<file path="src/rtl/lss_pkg.sv">
`timescale 1ns / 1ps
// ----------------------------------------------------------------------------
// Lap sensor statistics package
// Widths, channel codes, sentinels and the command and status types that
// pass between the controller and the datapath.
// ----------------------------------------------------------------------------
package lss_pkg;

  localparam int CadW  = 8;
  localparam int HrW   = 8;
  localparam int ElevW = 18;
  localparam int SpdW  = 17;
  localparam int ValW  = 18;
  localparam int AvgW  = 17;
  localparam int SumW  = 34;
  localparam int CntW  = 16;
  localparam int TotW  = 32;
  localparam int ChW   = 2;
  localparam int NumCh = 4;
  localparam int NumSum = 3;

  localparam int DivSteps = SumW;
  localparam int DivCntW  = $clog2(DivSteps + 1);

  localparam logic [CntW-1:0] MAX_SAMPLES = 16'hFFFF;

  localparam logic signed [ValW-1:0] NONE_MAX = 18'sh20000;
  localparam logic signed [ValW-1:0] NONE_MIN = 18'sh1FFFF;

  localparam logic [ChW-1:0] CH_CAD  = 2'd0;
  localparam logic [ChW-1:0] CH_HR   = 2'd1;
  localparam logic [ChW-1:0] CH_SPD  = 2'd2;
  localparam logic [ChW-1:0] CH_ELEV = 2'd3;

  typedef struct packed {
    logic           update;
    logic           div_start;
    logic           load;
    logic           clear;
    logic [ChW-1:0] ch;
  } lss_cmd_t;

  typedef struct packed {
    logic div_done;
    logic out_free;
  } lss_status_t;

endpackage

</file>
<file path="src/rtl/lss_div.sv">
`timescale 1ns / 1ps
// ----------------------------------------------------------------------------
// Lap sensor statistics divider
// Restoring divider that produces one quotient bit per cycle for the lap
// averages. The done flag stays high until the next start.
// ----------------------------------------------------------------------------
module lss_div
  import lss_pkg::*;
(
  input  logic            clk,
  input  logic            rst_n,
  input  logic            start,
  input  logic [SumW-1:0] dividend,
  input  logic [CntW-1:0] divisor,
  output logic            busy,
  output logic            done,
  output logic [AvgW-1:0] quotient
);

  logic [CntW-1:0]    rem_r, rem_nxt;
  logic [SumW-1:0]    quo_r, quo_nxt;
  logic [CntW-1:0]    dsr_r;
  logic [DivCntW-1:0] cnt_r;
  logic               busy_r;
  logic               done_r;
  logic [CntW:0]      trial;
  logic [CntW:0]      diff;

  always_comb begin
    trial = {rem_r, quo_r[SumW-1]};
    diff  = trial - {1'b0, dsr_r};
    if (trial >= {1'b0, dsr_r}) begin
      rem_nxt = diff[CntW-1:0];
      quo_nxt = {quo_r[SumW-2:0], 1'b1};
    end else begin
      rem_nxt = trial[CntW-1:0];
      quo_nxt = {quo_r[SumW-2:0], 1'b0};
    end
  end

  always_ff @(posedge clk) begin
    if (!rst_n) begin
      busy_r <= 1'b0;
      done_r <= 1'b0;
      cnt_r  <= '0;
    end else if (start) begin
      busy_r <= 1'b1;
      done_r <= 1'b0;
      cnt_r  <= DivCntW'(DivSteps);
    end else if (busy_r) begin
      cnt_r <= cnt_r - 1'b1;
      if (cnt_r == DivCntW'(1)) begin
        busy_r <= 1'b0;
        done_r <= 1'b1;
      end
    end
  end

  always_ff @(posedge clk) begin
    if (start) begin
      rem_r <= '0;
      quo_r <= dividend;
      dsr_r <= divisor;
    end else if (busy_r) begin
      rem_r <= rem_nxt;
      quo_r <= quo_nxt;
    end
  end

  assign busy     = busy_r;
  assign done     = done_r;
  assign quotient = quo_r[AvgW-1:0];

  a_start_busy: assert property (@(posedge clk) disable iff (!rst_n)
    start |=> busy_r)
    else $error("divider did not go busy after start");

endmodule

</file>
<file path="src/rtl/lss_dpath.sv">
`timescale 1ns / 1ps
// ----------------------------------------------------------------------------
// Lap sensor statistics datapath
// Running extrema, sums, sample count and elevation totals, the shared
// divider for the averages and the output register.
// ----------------------------------------------------------------------------
module lss_dpath
  import lss_pkg::*;
(
  input  logic                   clk,
  input  logic                   rst_n,
  input  lss_cmd_t               cmd,
  output lss_status_t            status,
  input  logic [CadW-1:0]        in_cadence,
  input  logic [HrW-1:0]         in_heart_rate,
  input  logic signed [ElevW-1:0] in_elevation,
  input  logic [SpdW-1:0]        in_speed,
  output logic                   out_valid,
  input  logic                   out_stall,
  output logic [ChW-1:0]         out_channel,
  output logic signed [ValW-1:0] out_maximum,
  output logic signed [ValW-1:0] out_minimum,
  output logic [AvgW-1:0]        out_average,
  output logic [TotW-1:0]        out_gain,
  output logic [TotW-1:0]        out_loss,
  output logic                   out_last
);

  logic signed [ValW-1:0] max_r [NumCh];
  logic signed [ValW-1:0] min_r [NumCh];
  logic [SumW-1:0]        sum_r [NumSum];
  logic [CntW-1:0]        count_r;
  logic [TotW-1:0]        gain_r;
  logic [TotW-1:0]        loss_r;
  logic signed [ElevW-1:0] prev_r;
  logic                   have_prev_r;

  logic signed [ValW-1:0] vals [NumCh];
  logic                   use_min [NumCh];
  logic signed [ElevW:0]  step;
  logic [ElevW:0]         step_mag;
  logic [TotW:0]          gain_sum;
  logic [TotW:0]          loss_sum;
  logic                   room;

  logic                   div_busy;
  logic                   div_done;
  logic [AvgW-1:0]        div_quo;

  logic                   out_valid_r;
  logic [ChW-1:0]         out_channel_r;
  logic signed [ValW-1:0] out_max_r;
  logic signed [ValW-1:0] out_min_r;
  logic [AvgW-1:0]        out_avg_r;
  logic [TotW-1:0]        out_gain_r;
  logic [TotW-1:0]        out_loss_r;
  logic                   out_last_r;
  logic signed [ValW-1:0] sel_max;
  logic signed [ValW-1:0] sel_min;

  always_comb begin
    vals[0]    = $signed({{(ValW-CadW){1'b0}}, in_cadence});
    vals[1]    = $signed({{(ValW-HrW){1'b0}}, in_heart_rate});
    vals[2]    = $signed({{(ValW-SpdW){1'b0}}, in_speed});
    vals[3]    = in_elevation;
    use_min[0] = 1'b1;
    use_min[1] = (in_heart_rate != '0);
    use_min[2] = 1'b1;
    use_min[3] = 1'b1;
    room       = (count_r != MAX_SAMPLES);
    step       = {in_elevation[ElevW-1], in_elevation} - {prev_r[ElevW-1], prev_r};
    step_mag   = step[ElevW] ? (~step + 1'b1) : step;
    gain_sum   = {1'b0, gain_r} + {{(TotW-ElevW){1'b0}}, step_mag};
    loss_sum   = {1'b0, loss_r} + {{(TotW-ElevW){1'b0}}, step_mag};
  end

  always_ff @(posedge clk) begin
    if (!rst_n || cmd.clear) begin
      for (int i = 0; i < NumCh; i++) begin
        max_r[i] <= NONE_MAX;
        min_r[i] <= NONE_MIN;
      end
      for (int i = 0; i < NumSum; i++) begin
        sum_r[i] <= '0;
      end
      count_r <= '0;
      gain_r  <= '0;
      loss_r  <= '0;
    end else if (cmd.update) begin
      for (int i = 0; i < NumCh; i++) begin
        if (vals[i] > max_r[i]) begin
          max_r[i] <= vals[i];
        end
        if (use_min[i] && (vals[i] < min_r[i])) begin
          min_r[i] <= vals[i];
        end
      end
      if (room) begin
        sum_r[0] <= sum_r[0] + {{(SumW-CadW){1'b0}}, in_cadence};
        sum_r[1] <= sum_r[1] + {{(SumW-HrW){1'b0}}, in_heart_rate};
        sum_r[2] <= sum_r[2] + {{(SumW-SpdW){1'b0}}, in_speed};
        count_r  <= count_r + 1'b1;
      end
      if (have_prev_r && (step != '0)) begin
        if (!step[ElevW]) begin
          gain_r <= gain_sum[TotW] ? '1 : gain_sum[TotW-1:0];
        end else begin
          loss_r <= loss_sum[TotW] ? '1 : loss_sum[TotW-1:0];
        end
      end
    end
  end

  always_ff @(posedge clk) begin
    if (!rst_n) begin
      prev_r      <= '0;
      have_prev_r <= 1'b0;
    end else if (cmd.update) begin
      prev_r      <= in_elevation;
      have_prev_r <= 1'b1;
    end
  end

  lss_div u_div (
    .clk      (clk),
    .rst_n    (rst_n),
    .start    (cmd.div_start),
    .dividend (sum_r[cmd.ch[1:0] == CH_ELEV ? CH_SPD : cmd.ch]),
    .divisor  (count_r),
    .busy     (div_busy),
    .done     (div_done),
    .quotient (div_quo)
  );

  always_comb begin
    sel_max = max_r[cmd.ch];
    sel_min = min_r[cmd.ch];
  end

  always_ff @(posedge clk) begin
    if (!rst_n) begin
      out_valid_r <= 1'b0;
    end else if (cmd.load) begin
      out_valid_r <= 1'b1;
    end else if (!out_stall) begin
      out_valid_r <= 1'b0;
    end
  end

  always_ff @(posedge clk) begin
    if (cmd.load) begin
      out_channel_r <= cmd.ch;
      out_max_r     <= (sel_max == NONE_MAX) ? '0 : sel_max;
      out_min_r     <= (sel_min == NONE_MIN) ? '0 : sel_min;
      out_avg_r     <= ((cmd.ch == CH_ELEV) || (count_r == '0)) ? '0 : div_quo;
      out_gain_r    <= (cmd.ch == CH_ELEV) ? gain_r : '0;
      out_loss_r    <= (cmd.ch == CH_ELEV) ? loss_r : '0;
      out_last_r    <= (cmd.ch == CH_ELEV);
    end
  end

  assign status.div_done = div_done;
  assign status.out_free = !out_valid_r || !out_stall;

  assign out_valid   = out_valid_r;
  assign out_channel = out_channel_r;
  assign out_maximum = out_max_r;
  assign out_minimum = out_min_r;
  assign out_average = out_avg_r;
  assign out_gain    = out_gain_r;
  assign out_loss    = out_loss_r;
  assign out_last    = out_last_r;

  a_load_free: assert property (@(posedge clk) disable iff (!rst_n)
    cmd.load |-> (!out_valid_r || !out_stall))
    else $error("result loaded over a pending beat");

  a_update_idle: assert property (@(posedge clk) disable iff (!rst_n)
    cmd.update |-> !div_busy)
    else $error("sample folded in while the divider is busy");

  a_load_done: assert property (@(posedge clk) disable iff (!rst_n)
    (cmd.load && (cmd.ch != CH_ELEV)) |-> div_done)
    else $error("average loaded before the divider finished");

endmodule

</file>
<file path="src/rtl/lss_ctrl.sv">
`timescale 1ns / 1ps
// ----------------------------------------------------------------------------
// Lap sensor statistics controller
// Accepts samples and, at the end of a lap, sequences the three divisions
// and the four result beats, clearing the lap with the elevation beat.
// ----------------------------------------------------------------------------
module lss_ctrl
  import lss_pkg::*;
(
  input  logic        clk,
  input  logic        rst_n,
  input  logic        in_valid,
  input  logic        in_last_of_lap,
  output logic        in_stall,
  output lss_cmd_t    cmd,
  input  lss_status_t status
);

  localparam logic [1:0] S_IDLE  = 2'd0;
  localparam logic [1:0] S_START = 2'd1;
  localparam logic [1:0] S_WAIT  = 2'd2;
  localparam logic [1:0] S_ELEV  = 2'd3;

  logic [1:0]     state_r, state_nxt;
  logic [ChW-1:0] ch_r, ch_nxt;
  logic           accept;

  always_comb begin
    state_nxt     = state_r;
    ch_nxt        = ch_r;
    in_stall      = (state_r != S_IDLE);
    accept        = in_valid && !in_stall;
    cmd.update    = accept;
    cmd.div_start = 1'b0;
    cmd.load      = 1'b0;
    cmd.clear     = 1'b0;
    cmd.ch        = ch_r;
    unique case (state_r)
      S_IDLE: begin
        if (accept && in_last_of_lap) begin
          state_nxt = S_START;
          ch_nxt    = CH_CAD;
        end
      end
      S_START: begin
        cmd.div_start = 1'b1;
        state_nxt     = S_WAIT;
      end
      S_WAIT: begin
        if (status.div_done && status.out_free) begin
          cmd.load  = 1'b1;
          ch_nxt    = ch_r + 1'b1;
          state_nxt = (ch_r == CH_SPD) ? S_ELEV : S_START;
        end
      end
      S_ELEV: begin
        if (status.out_free) begin
          cmd.load  = 1'b1;
          cmd.clear = 1'b1;
          state_nxt = S_IDLE;
        end
      end
      default: state_nxt = S_IDLE;
    endcase
  end

  always_ff @(posedge clk) begin
    if (!rst_n) begin
      state_r <= S_IDLE;
      ch_r    <= CH_CAD;
    end else begin
      state_r <= state_nxt;
      ch_r    <= ch_nxt;
    end
  end

  a_lap_end_stalls: assert property (@(posedge clk) disable iff (!rst_n)
    (in_valid && !in_stall && in_last_of_lap) |=> in_stall)
    else $error("input not stalled after a lap end");

  a_clear_on_elev: assert property (@(posedge clk) disable iff (!rst_n)
    cmd.clear |-> (cmd.load && (cmd.ch == CH_ELEV)))
    else $error("lap cleared outside the elevation beat");

endmodule

</file>
<file path="src/rtl/lap_sensor_statistics.sv">
`timescale 1ns / 1ps
// ----------------------------------------------------------------------------
// Lap sensor statistics
// Per-lap running maximum, minimum and mean of cadence, heart rate and
// speed, and elevation extrema with saturating gain and loss totals.
// ----------------------------------------------------------------------------
// One input beat carries one sensor sample. Both channels use valid and
// stall; a beat moves on a clock edge with valid high and stall low.
// A sample without the end-of-lap flag is folded in at the edge it is
// accepted, so such samples may arrive every cycle while in_stall is low.
// A sample with the flag is folded in and then the block holds in_stall
// high while it produces four result beats: cadence, heart rate, speed and
// elevation, the last one marked by out_last. Each average takes a pass of
// the shared one-bit-per-cycle divider, and the block takes input again
// once the elevation beat is loaded. The elevation beat sits in the output
// register while the next lap already starts. When the receiver stalls,
// the current beat holds and the sequence waits.
// Reset (synchronous, active low) clears all lap values, the previous
// elevation and any pending result beat.
// ----------------------------------------------------------------------------
module lap_sensor_statistics
  import lss_pkg::*;
(
  input  logic                    clk,
  input  logic                    rst_n,
  input  logic                    in_valid,
  output logic                    in_stall,
  input  logic [CadW-1:0]         in_cadence,
  input  logic [HrW-1:0]          in_heart_rate,
  input  logic signed [ElevW-1:0] in_elevation,
  input  logic [SpdW-1:0]         in_speed,
  input  logic                    in_last_of_lap,
  output logic                    out_valid,
  input  logic                    out_stall,
  output logic [ChW-1:0]          out_channel,
  output logic signed [ValW-1:0]  out_maximum,
  output logic signed [ValW-1:0]  out_minimum,
  output logic [AvgW-1:0]         out_average,
  output logic [TotW-1:0]         out_gain,
  output logic [TotW-1:0]         out_loss,
  output logic                    out_last
);

  lss_cmd_t    cmd;
  lss_status_t status;

  lss_ctrl u_ctrl (
    .clk            (clk),
    .rst_n          (rst_n),
    .in_valid       (in_valid),
    .in_last_of_lap (in_last_of_lap),
    .in_stall       (in_stall),
    .cmd            (cmd),
    .status         (status)
  );

  lss_dpath u_dpath (
    .clk           (clk),
    .rst_n         (rst_n),
    .cmd           (cmd),
    .status        (status),
    .in_cadence    (in_cadence),
    .in_heart_rate (in_heart_rate),
    .in_elevation  (in_elevation),
    .in_speed      (in_speed),
    .out_valid     (out_valid),
    .out_stall     (out_stall),
    .out_channel   (out_channel),
    .out_maximum   (out_maximum),
    .out_minimum   (out_minimum),
    .out_average   (out_average),
    .out_gain      (out_gain),
    .out_loss      (out_loss),
    .out_last      (out_last)
  );

endmodule

</file>
<file path="config.mk">
export PLATFORM = sky130hd
export DESIGN_NAME = lap_sensor_statistics
export DESIGN_NICKNAME = d
export VERILOG_FILES = /design/src/rtl/lss_pkg.sv /design/src/rtl/lss_div.sv /design/src/rtl/lss_dpath.sv /design/src/rtl/lss_ctrl.sv /design/src/rtl/lap_sensor_statistics.sv
export SDC_FILE = /design/constraint.sdc
export NUM_CORES = 1
export LEC_CHECK = 0
export BUFFER_PORTS_ARGS = -buffer_cell sky130_fd_sc_hd__clkbuf_2
export CAP_MARGIN = 10
export CORE_AREA = 2 2 296 298
export DETAILED_ROUTE_END_ITERATION = 6
export DIE_AREA = 0 0 298 300
export GPL_TIMING_DRIVEN = 0
export PLACE_DENSITY = 0.63
export SYNTH_ARGS = -nofsm -noshare
export SYNTH_HDL_FRONTEND = slang
export SYNTH_SLANG_ARGS = --single-unit
</file>
<file path="constraint.sdc">
create_clock -name clk -period 6.3 [get_ports clk]
set_input_delay 1.26 -clock clk [delete_from_list [all_inputs] [get_ports clk]]
set_output_delay 1.26 -clock clk [all_outputs]
set_load 0.05 [all_outputs]
</file>
==> results_dict.tcl, run 1 <==
set metrics [dict create \
    ir_drop_mv 0.244 \
    n_fill_cell 8564 \
    cts_root_buffer "clkbuf_16" \
    clk_path_buf_depth 3 \
    cp.required_ns 6.82 \
    die-area_um2 89400 \
    synth_warnings 0 \
    clk_pin_slew_ns 0.06 \
    power.leakage_nw 13.9 \
    min_path_type "reg2reg" \
    layout_commonest_cell "edfxtp_1" \
    use_met3 0.0289 \
    coreArea_um2 86200 \
    max_cap_violations 0 \
    critPathArrivalTime_ns 6.64 \
    dp_cells 4344 \
    yosysTopAreaCellShare 0.376 \
    initialDrtViolationCount 1906 \
    grt_pass1_vias 22200 \
    wl_per_cell_um 19.5 \
    io_buffers 177 \
    syn-mean-instance-area_um2 9.92 \
    cp_max_fo 5 \
    end_kind "flip-flop" \
    hold_violations 0 \
    htree_levels 2 \
    fmaxAchievable_mhz 163 \
    critical_path_class "in2reg" \
    viasPerCell 5.34 \
    grtUsageMet1 0.270 \
    gp_congestion 0.921 \
    whs_endpoint "u_dpath.prev_r[11]$_SDFFE_PN0P_" \
    vias 23800 \
    pre_cts_ws_ns -1.22 \
    hold_buffers 0 \
    power_density_nw_per_um2 292 \
    drc 0 \
    syn_to_final_growth_pct 16.1 \
    fp.dieH_um 300 \
    die_w_um 298 \
    synth-edff-count 374 \
    post-route-min-period_ns 6.12 \
    syn-cell-area_um2 29900 \
    postSynthCellCount 3009 \
    drive_gt1_frac 0.122 \
    grt_util_all_layers 0.189 \
    grt_start_max_net_pins 82 \
    final_cells 4465 \
    cts_buffers 59 \
    gr-usage-met2 0.296 \
    setup_slack_ns 0.182 \
    gr-total-overflow 0 \
    top_usage_layer "met2" \
    final_cell_mix "edfxtp_1 (374), nand2_1 (236), inv_1 (226), a21oi_1 (226), ha_1 (210)" \
    grt_pass1_wl_mm 132 \
    ys_ff_latch 509 \
    slew_viol_final 0 \
    finalSetupViolCount 0 \
    ys.flop_type "edfxtp_1" \
    antenna_found_initial 10 \
    clock_skew_ns 0.0695 \
    rows 108 \
    r2r_cells 21 \
    cts_tree "done" \
    hp-start "u_dpath.prev_r[11]$_SDFFE_PN0P_" \
    r2r_start "u_dpath.prev_r[0]$_SDFFE_PN0P_" \
    outcome "finished clean" \
    clock-sinks 509 \
    synth_cell_types 82 \
    worstSkewPairLatency_ns 0.68 \
    antenna_left 0 \
    regToRegSetupSlack_ns 0.66 \
    num_io_pins 178 \
    yosysSeqAreaShare 0.467 \
    worst_slew_pin_slew_ns 1.30 \
    drt-pass1-iter-count 7 \
    nets 3531 \
    synth.area.top_cells "edfxtp_1 (38%), dfxtp_1 (9.1%), ha_1 (8.8%)" \
    yosysTopAreaCell "edfxtp_1" \
    dp_hpwl_mm 66.1 \
    async_flop_share 0 \
    min_path_cells 2 \
    routed_wl_mm 87.2 \
    period_share 0.971 \
    floorplan.initialDensity 0.346 \
    startpoint_type "primary input" \
    syn_nets 3283 \
    r2r-end "u_dpath.gain_r[27]$_SDFFE_PP0P_" \
    relSlewSlack 0.135 \
]
[sequential cells by signal, summed over array words and instances, names as in the netlist, 17 cells and up, named ones only]
register and cells:
u_dpath.out_loss 32, u_dpath.loss_r 32, u_dpath.max_r 54, u_dpath.sum_r 102, u_dpath.out_minimum 18, u_dpath.out_average 17, u_dpath.out_gain 32, u_dpath.gain_r 32
u_dpath.min_r 53, u_dpath.out_maximum 18, u_dpath.u_div.quo_r 34, u_dpath.prev_r 18
[logic make-up after synthesis]
| group | after synthesis | synth area share |
|---|---|---|
| AND/OR/NAND/NOR | 977 | 0.166 |
| AO/OA/AOI/OAI | 741 | 0.156 |
| flip-flops | 509 | 0.467 |
| buffers and inverters | 351 | 0.0452 |
| adder cells (fa/ha/maj) | 218 | 0.0931 |
| XOR/XNOR | 145 | 0.0425 |
| multiplexers | 68 | 0.0300 |
[cell usage after synthesis, types with 29 or more instances]
master / n
and2_1: 127
nand2_1: 236
nor2_1: 203
and3_1: 63
edfxtp_1: 374
o21ai_0: 205
clkbuf_1: 94
a21o_1: 75
ha_1: 211
nand3_1: 61
xnor2_1: 92
o21a_1: 29
inv_1: 228
nand2b_1: 62
a211oi_1: 31
a21oi_1: 230
mux2i_1: 49
nand4_1: 45
nor3_1: 58
dfxtp_1: 135
xor2_1: 53
nor2b_1: 43
[report_power, final]
| group | total (mW) | leakage (nW) | switching [mW] | internal [mW] |
|---|---|---|---|---|
| logic | 2.34 | 8.06 | 1.43 | 0.906 |
| clock network | 3.75 | 1.01 | 1.56 | 2.19 |
| registers | 4.04 | 4.80 | 0.185 | 3.86 |
| total | 10.1 | 13.9 | 3.17 | 6.96 |
[worst max path at each step]
stage | endpoint | slack (ns) | cells after the start | from
6_report | u_dpath.gain_r[27]$_SDFFE_PP0P_ | 0.18 | 23 | in_elevation[0]
5_1_grt | u_dpath.gain_r[23]$_SDFFE_PP0P_ | -0.04 | 25 | in_elevation[0]
4_1_cts | u_dpath.loss_r[31]$_SDFFE_PP0P_ | 0.005 | 24 | in_elevation[0]
3_5_place_dp | u_dpath.gain_r[23]$_SDFFE_PP0P_ | -1.22 | 22 | in_elevation[9]
3_3_place_gp | u_dpath.sum_r[0][8]$_SDFFCE_PN0P_ | -1.57 | 5 | rst_n
2_1_floorplan | u_dpath.gain_r[23]$_SDFFE_PP0P_ | 0.04 | 22 | in_elevation[0]
[layer usage]
metal / share of wire / vias to the layer above
li1: - / 11400
met2: 0.45 / 806
met3: 0.067 / 136
met1: 0.46 / 11500
met4: 0.025 / 14
met5: 0.00099 / -
[stage by stage]
step	hold WS (ns)	power, mW	area [um^2]	TNS (ns)	utilization
after floorplan	0.432	5.73	29900	0	-
after global placement	0.443	6.33	32200	-222.36	0.373
after detailed placement	0.448	6.36	32300	-63.68	0.375
after CTS	0.444	10.1	34500	0	0.400
after global routing	0.468	10.6	34700	-0.0613	0.402
final	0.453	10.1	34700	0	0.402
[layout make-up]
class | instances | area, um^2 | share of cell area
antenna | 2 | 5.00 | 0.000144
sequential | 509 | 13900 | 0.402
clock inverter | 47 | 613 | 0.0177
inverter | 229 | 865 | 0.0249
tap | 1155 | 1450 | 0.0417
clock buffer | 65 | 1500 | 0.0432
timing repair buffer | 188 | 1030 | 0.0297
multi-input combinational | 2149 | 14800 | 0.426
buffer | 121 | 497 | 0.0143
[what timing repair did]
action                                  in CTS  in global routing
pin swaps                                    4                  9
hold endpoints to repair                     0                  0
endpoints found under the setup margin      60                 59
setup buffers                                3                  5
cloned                                       0                  0
gates resized for setup                     14                 29
[worst max-delay path, stage by stage]
cell and delay (ns):
clkbuf_2 0.12, inv_2 0.09, ha_1 0.16, inv_1 0.05, fa_2 0.37, a211oi_2 0.29, nor2_2 0.13, o41a_1 0.38
mux2i_1 0.14, or4b_4 0.59, nor3_4 0.23, a21oi_2 0.10, xnor2_2 0.16, ha_1 0.37, and4_2 0.26, a21boi_1 0.13
a41o_1 0.25, o41a_1 0.44, a221o_1 0.43, and2_4 0.20, a31o_2 0.21, a31oi_1 0.19, a211oi_2 0.06
(Power assumes the default switching activity.)
==> run 2: changes to the inputs <==
--- a/config.mk
+++ b/config.mk
@@ -11,7 +11,7 @@
 export DETAILED_ROUTE_END_ITERATION = 6
 export DIE_AREA = 0 0 298 300
 export GPL_TIMING_DRIVEN = 0
-export PLACE_DENSITY = 0.63
+export PLACE_DENSITY = 0.61
 export SYNTH_ARGS = -nofsm -noshare
 export SYNTH_HDL_FRONTEND = slang
 export SYNTH_SLANG_ARGS = --single-unit
==> constraint.sdc (replaced) <==
create_clock -name clk -period 7.05 [get_ports clk]
set_input_delay 1.41 -clock clk [delete_from_list [all_inputs] [get_ports clk]]
set_output_delay 1.41 -clock clk [all_outputs]
set_load 0.05 [all_outputs]
==> results_dict.tcl, run 2 (same netlist as run 1, synthesis figures left out) <==
set metrics [dict create \
    outcome "finished clean" \
    viasPerCell 5.33 \
    holdWs_ns 0.456 \
    power.leakage_nw 13.7 \
    multi_input_area_um2 14700 \
    grt_util_all_layers 0.190 \
    max_cap_violations 0 \
    gr-usage-met2 0.294 \
    switchingPower_mw 2.79 \
    startpoint_type "primary input" \
    antenna_left 0 \
    critical_path_class "in2reg" \
    num_io_pins 178 \
    r2r_start "u_dpath.prev_r[9]$_SDFFE_PN0P_" \
    largestRegisters "u_dpath.sum_r x102, u_dpath.max_r x54, u_dpath.min_r x53" \
    grtUsageMet1 0.271 \
    hold_buffers 0 \
    die-area_um2 89400 \
    fmaxAchievable_mhz 149 \
    die_w_um 298 \
    syn_to_final_growth_pct 14.7 \
    post-route-min-period_ns 6.70 \
    cts_buffers 59 \
    cp_max_fo 6 \
    period_share 0.950 \
    top_register "u_dpath.sum_r" \
    n_fill_cell 8547 \
    finalSetupViolCount 0 \
    finalPower_mw 8.64 \
    drive_gt1_frac 0.112 \
    power_density_nw_per_um2 252 \
    io_buffers 177 \
    initialDrtViolationCount 1888 \
    drt-pass1-iter-count 5 \
    ir_drop_mv 0.241 \
    end_kind "flip-flop" \
    seq_power_share 0.417 \
    wl_per_cell_um 19.5 \
    rows 108 \
    setup_slack_ns 0.353 \
    seq_area_um2 13900 \
    layout_commonest_cell "edfxtp_1" \
    pre_cts_ws_ns -0.667 \
    antenna_found_initial 8 \
    worstSkewPairLatency_ns 0.66 \
    regToRegSetupSlack_ns 1.07 \
    largest_register_ffs 102 \
    gr-total-overflow 0 \
    cts_root_buffer "clkbuf_16" \
    critPathArrivalTime_ns 7.25 \
    hold_violations 0 \
    worst_slew_pin_slew_ns 1.21 \
    r2r-end "u_dpath.gain_r[24]$_SDFFE_PP0P_" \
    swShare 0.322 \
    nets 3526 \
    clk_path_buf_depth 3 \
    htree_levels 2 \
    fp.dieH_um 300 \
    grt_setup_unrepaired "false" \
    cp.required_ns 7.61 \
    top_usage_layer "met2" \
    use_met3 0.0332 \
    slew_viol_final 0 \
    pwr-share-comb 0.239 \
    grt_start_max_net_pins 83 \
    drc 0 \
    p_int_mw 5.86 \
    cts_tree "done" \
    r2r_cells 22 \
    dp_hpwl_mm 66.2 \
    clk_pin_slew_ns 0.06 \
    grt_pass1_wl_mm 133 \
    gp_congestion 0.908 \
    critPathCapture "u_dpath.gain_r[24]$_SDFFE_PP0P_" \
    floorplan.initialDensity 0.346 \
    pwr-share-clk 0.344 \
    grt_pass1_vias 22400 \
    crit_path_start "in_elevation[0]" \
    routed_wl_mm 87.0 \
    relSlewSlack 0.195 \
    clock-sinks 509 \
    final_cell_mix "edfxtp_1 (374), nand2_1 (236), a21oi_1 (230)" \
    clock_skew_ns 0.0326 \
    min_path_type "reg2reg" \
    vias 23800 \
    coreArea_um2 86200 \
]
[run 2: changes by cell type in the layout (fill, tap and decap cells not counted), moves of 3 or more]
cell       delta
clkbuf_8      +3
buf_4         -6
inv_6         -4
a21oi_1       +4
clkbuf_2      +3
clkinv_1      +5
clkinv_2      +3
xnor2_1       +3
a21oi_2       -4
bufinv_16    -10
clkinv_4      +4
xnor2_2       -3
[run 2: worst min path at each step]
stage / start / to / slack, ns / cells past startpoint
finish: u_dpath.prev_r[10]$_SDFFE_PN0P_ / u_dpath.prev_r[10]$_SDFFE_PN0P_ / 0.46 / 2
global route: u_dpath.prev_r[11]$_SDFFE_PN0P_ / u_dpath.prev_r[11]$_SDFFE_PN0P_ / 0.48 / 2
CTS: u_dpath.prev_r[10]$_SDFFE_PN0P_ / u_dpath.prev_r[10]$_SDFFE_PN0P_ / 0.46 / 2
detailed placement: u_dpath.prev_r[10]$_SDFFE_PN0P_ / u_dpath.prev_r[10]$_SDFFE_PN0P_ / 0.45 / 2
global placement: u_dpath.prev_r[10]$_SDFFE_PN0P_ / u_dpath.prev_r[10]$_SDFFE_PN0P_ / 0.44 / 2
floorplan: u_dpath.have_prev_r$_SDFFE_PN0P_ / u_dpath.have_prev_r$_SDFFE_PN0P_ / 0.43 / 2
[run 2: repair_timing]
item	CTS	global route
resized for setup	0	16
setup buffers	0	2
endpoints found under the setup margin	0	58
[run 2: layout make-up]
cell class | instances | share of cell area
multi-input combinational | 2149 | 0.428
sequential | 509 | 0.407
clock buffer | 68 | 0.0450
tap | 1155 | 0.0422
timing repair buffer | 182 | 0.0283
inverter | 229 | 0.0252
buffer | 122 | 0.0144
clock inverter | 44 | 0.00983
antenna | 2 | 0.000146
[run 2: metal layers]
metal | routed length, um | vias up
met5 | 64 | -
li1 | - | 11400
met2 | 38300 | 847
met3 | 6770 | 145
met4 | 2430 | 10
met1 | 39500 | 11400
[run 2: metrics by stage]
step | cells | TNS, ns | util | cell area (um^2)
2_1_floorplan | 3009 | 0 | - | 29900
3_3_place_gp | 4341 | -114.22 | 0.373 | 32200
3_5_place_dp | 4344 | -30.20 | 0.374 | 32300
4_1_cts | 4456 | 0 | 0.396 | 34200
5_1_grt | 4459 | 0 | 0.397 | 34200
6_report | 4460 | 0 | 0.397 | 34300
[run 2: critical path, stage by stage]
cell and delay [ns]:
clkbuf_2 0.12, inv_1 0.14, ha_1 0.19, inv_1 0.06
fa_1 0.42, a211oi_2 0.26, nor2_2 0.13, o41a_1 0.37
mux2i_1 0.14, or4b_4 0.56, nor3_1 0.32, a21oi_1 0.17
xnor2_2 0.27, ha_1 0.32, and4_1 0.23, a21boi_1 0.14
a41o_1 0.22, o41a_1 0.46, a221o_1 0.47, and3_1 0.18
clkbuf_1 0.16, and2_1 0.25, a311oi_1 0.25
[run 2: power groups by stage]
| stage | sequential [mW] | combinational (mW) | clock [mW] |
|---|---|---|---|
| 2_1_floorplan | 3.62 | 1.50 | 0 |
| 3_3_place_gp | 3.67 | 1.99 | 0 |
| 3_5_place_dp | 3.66 | 2.02 | 0 |
| 4_1_cts | 3.60 | 2.04 | 3.04 |
| 5_1_grt | 3.63 | 2.30 | 3.14 |
| 6_report | 3.61 | 2.06 | 2.97 |
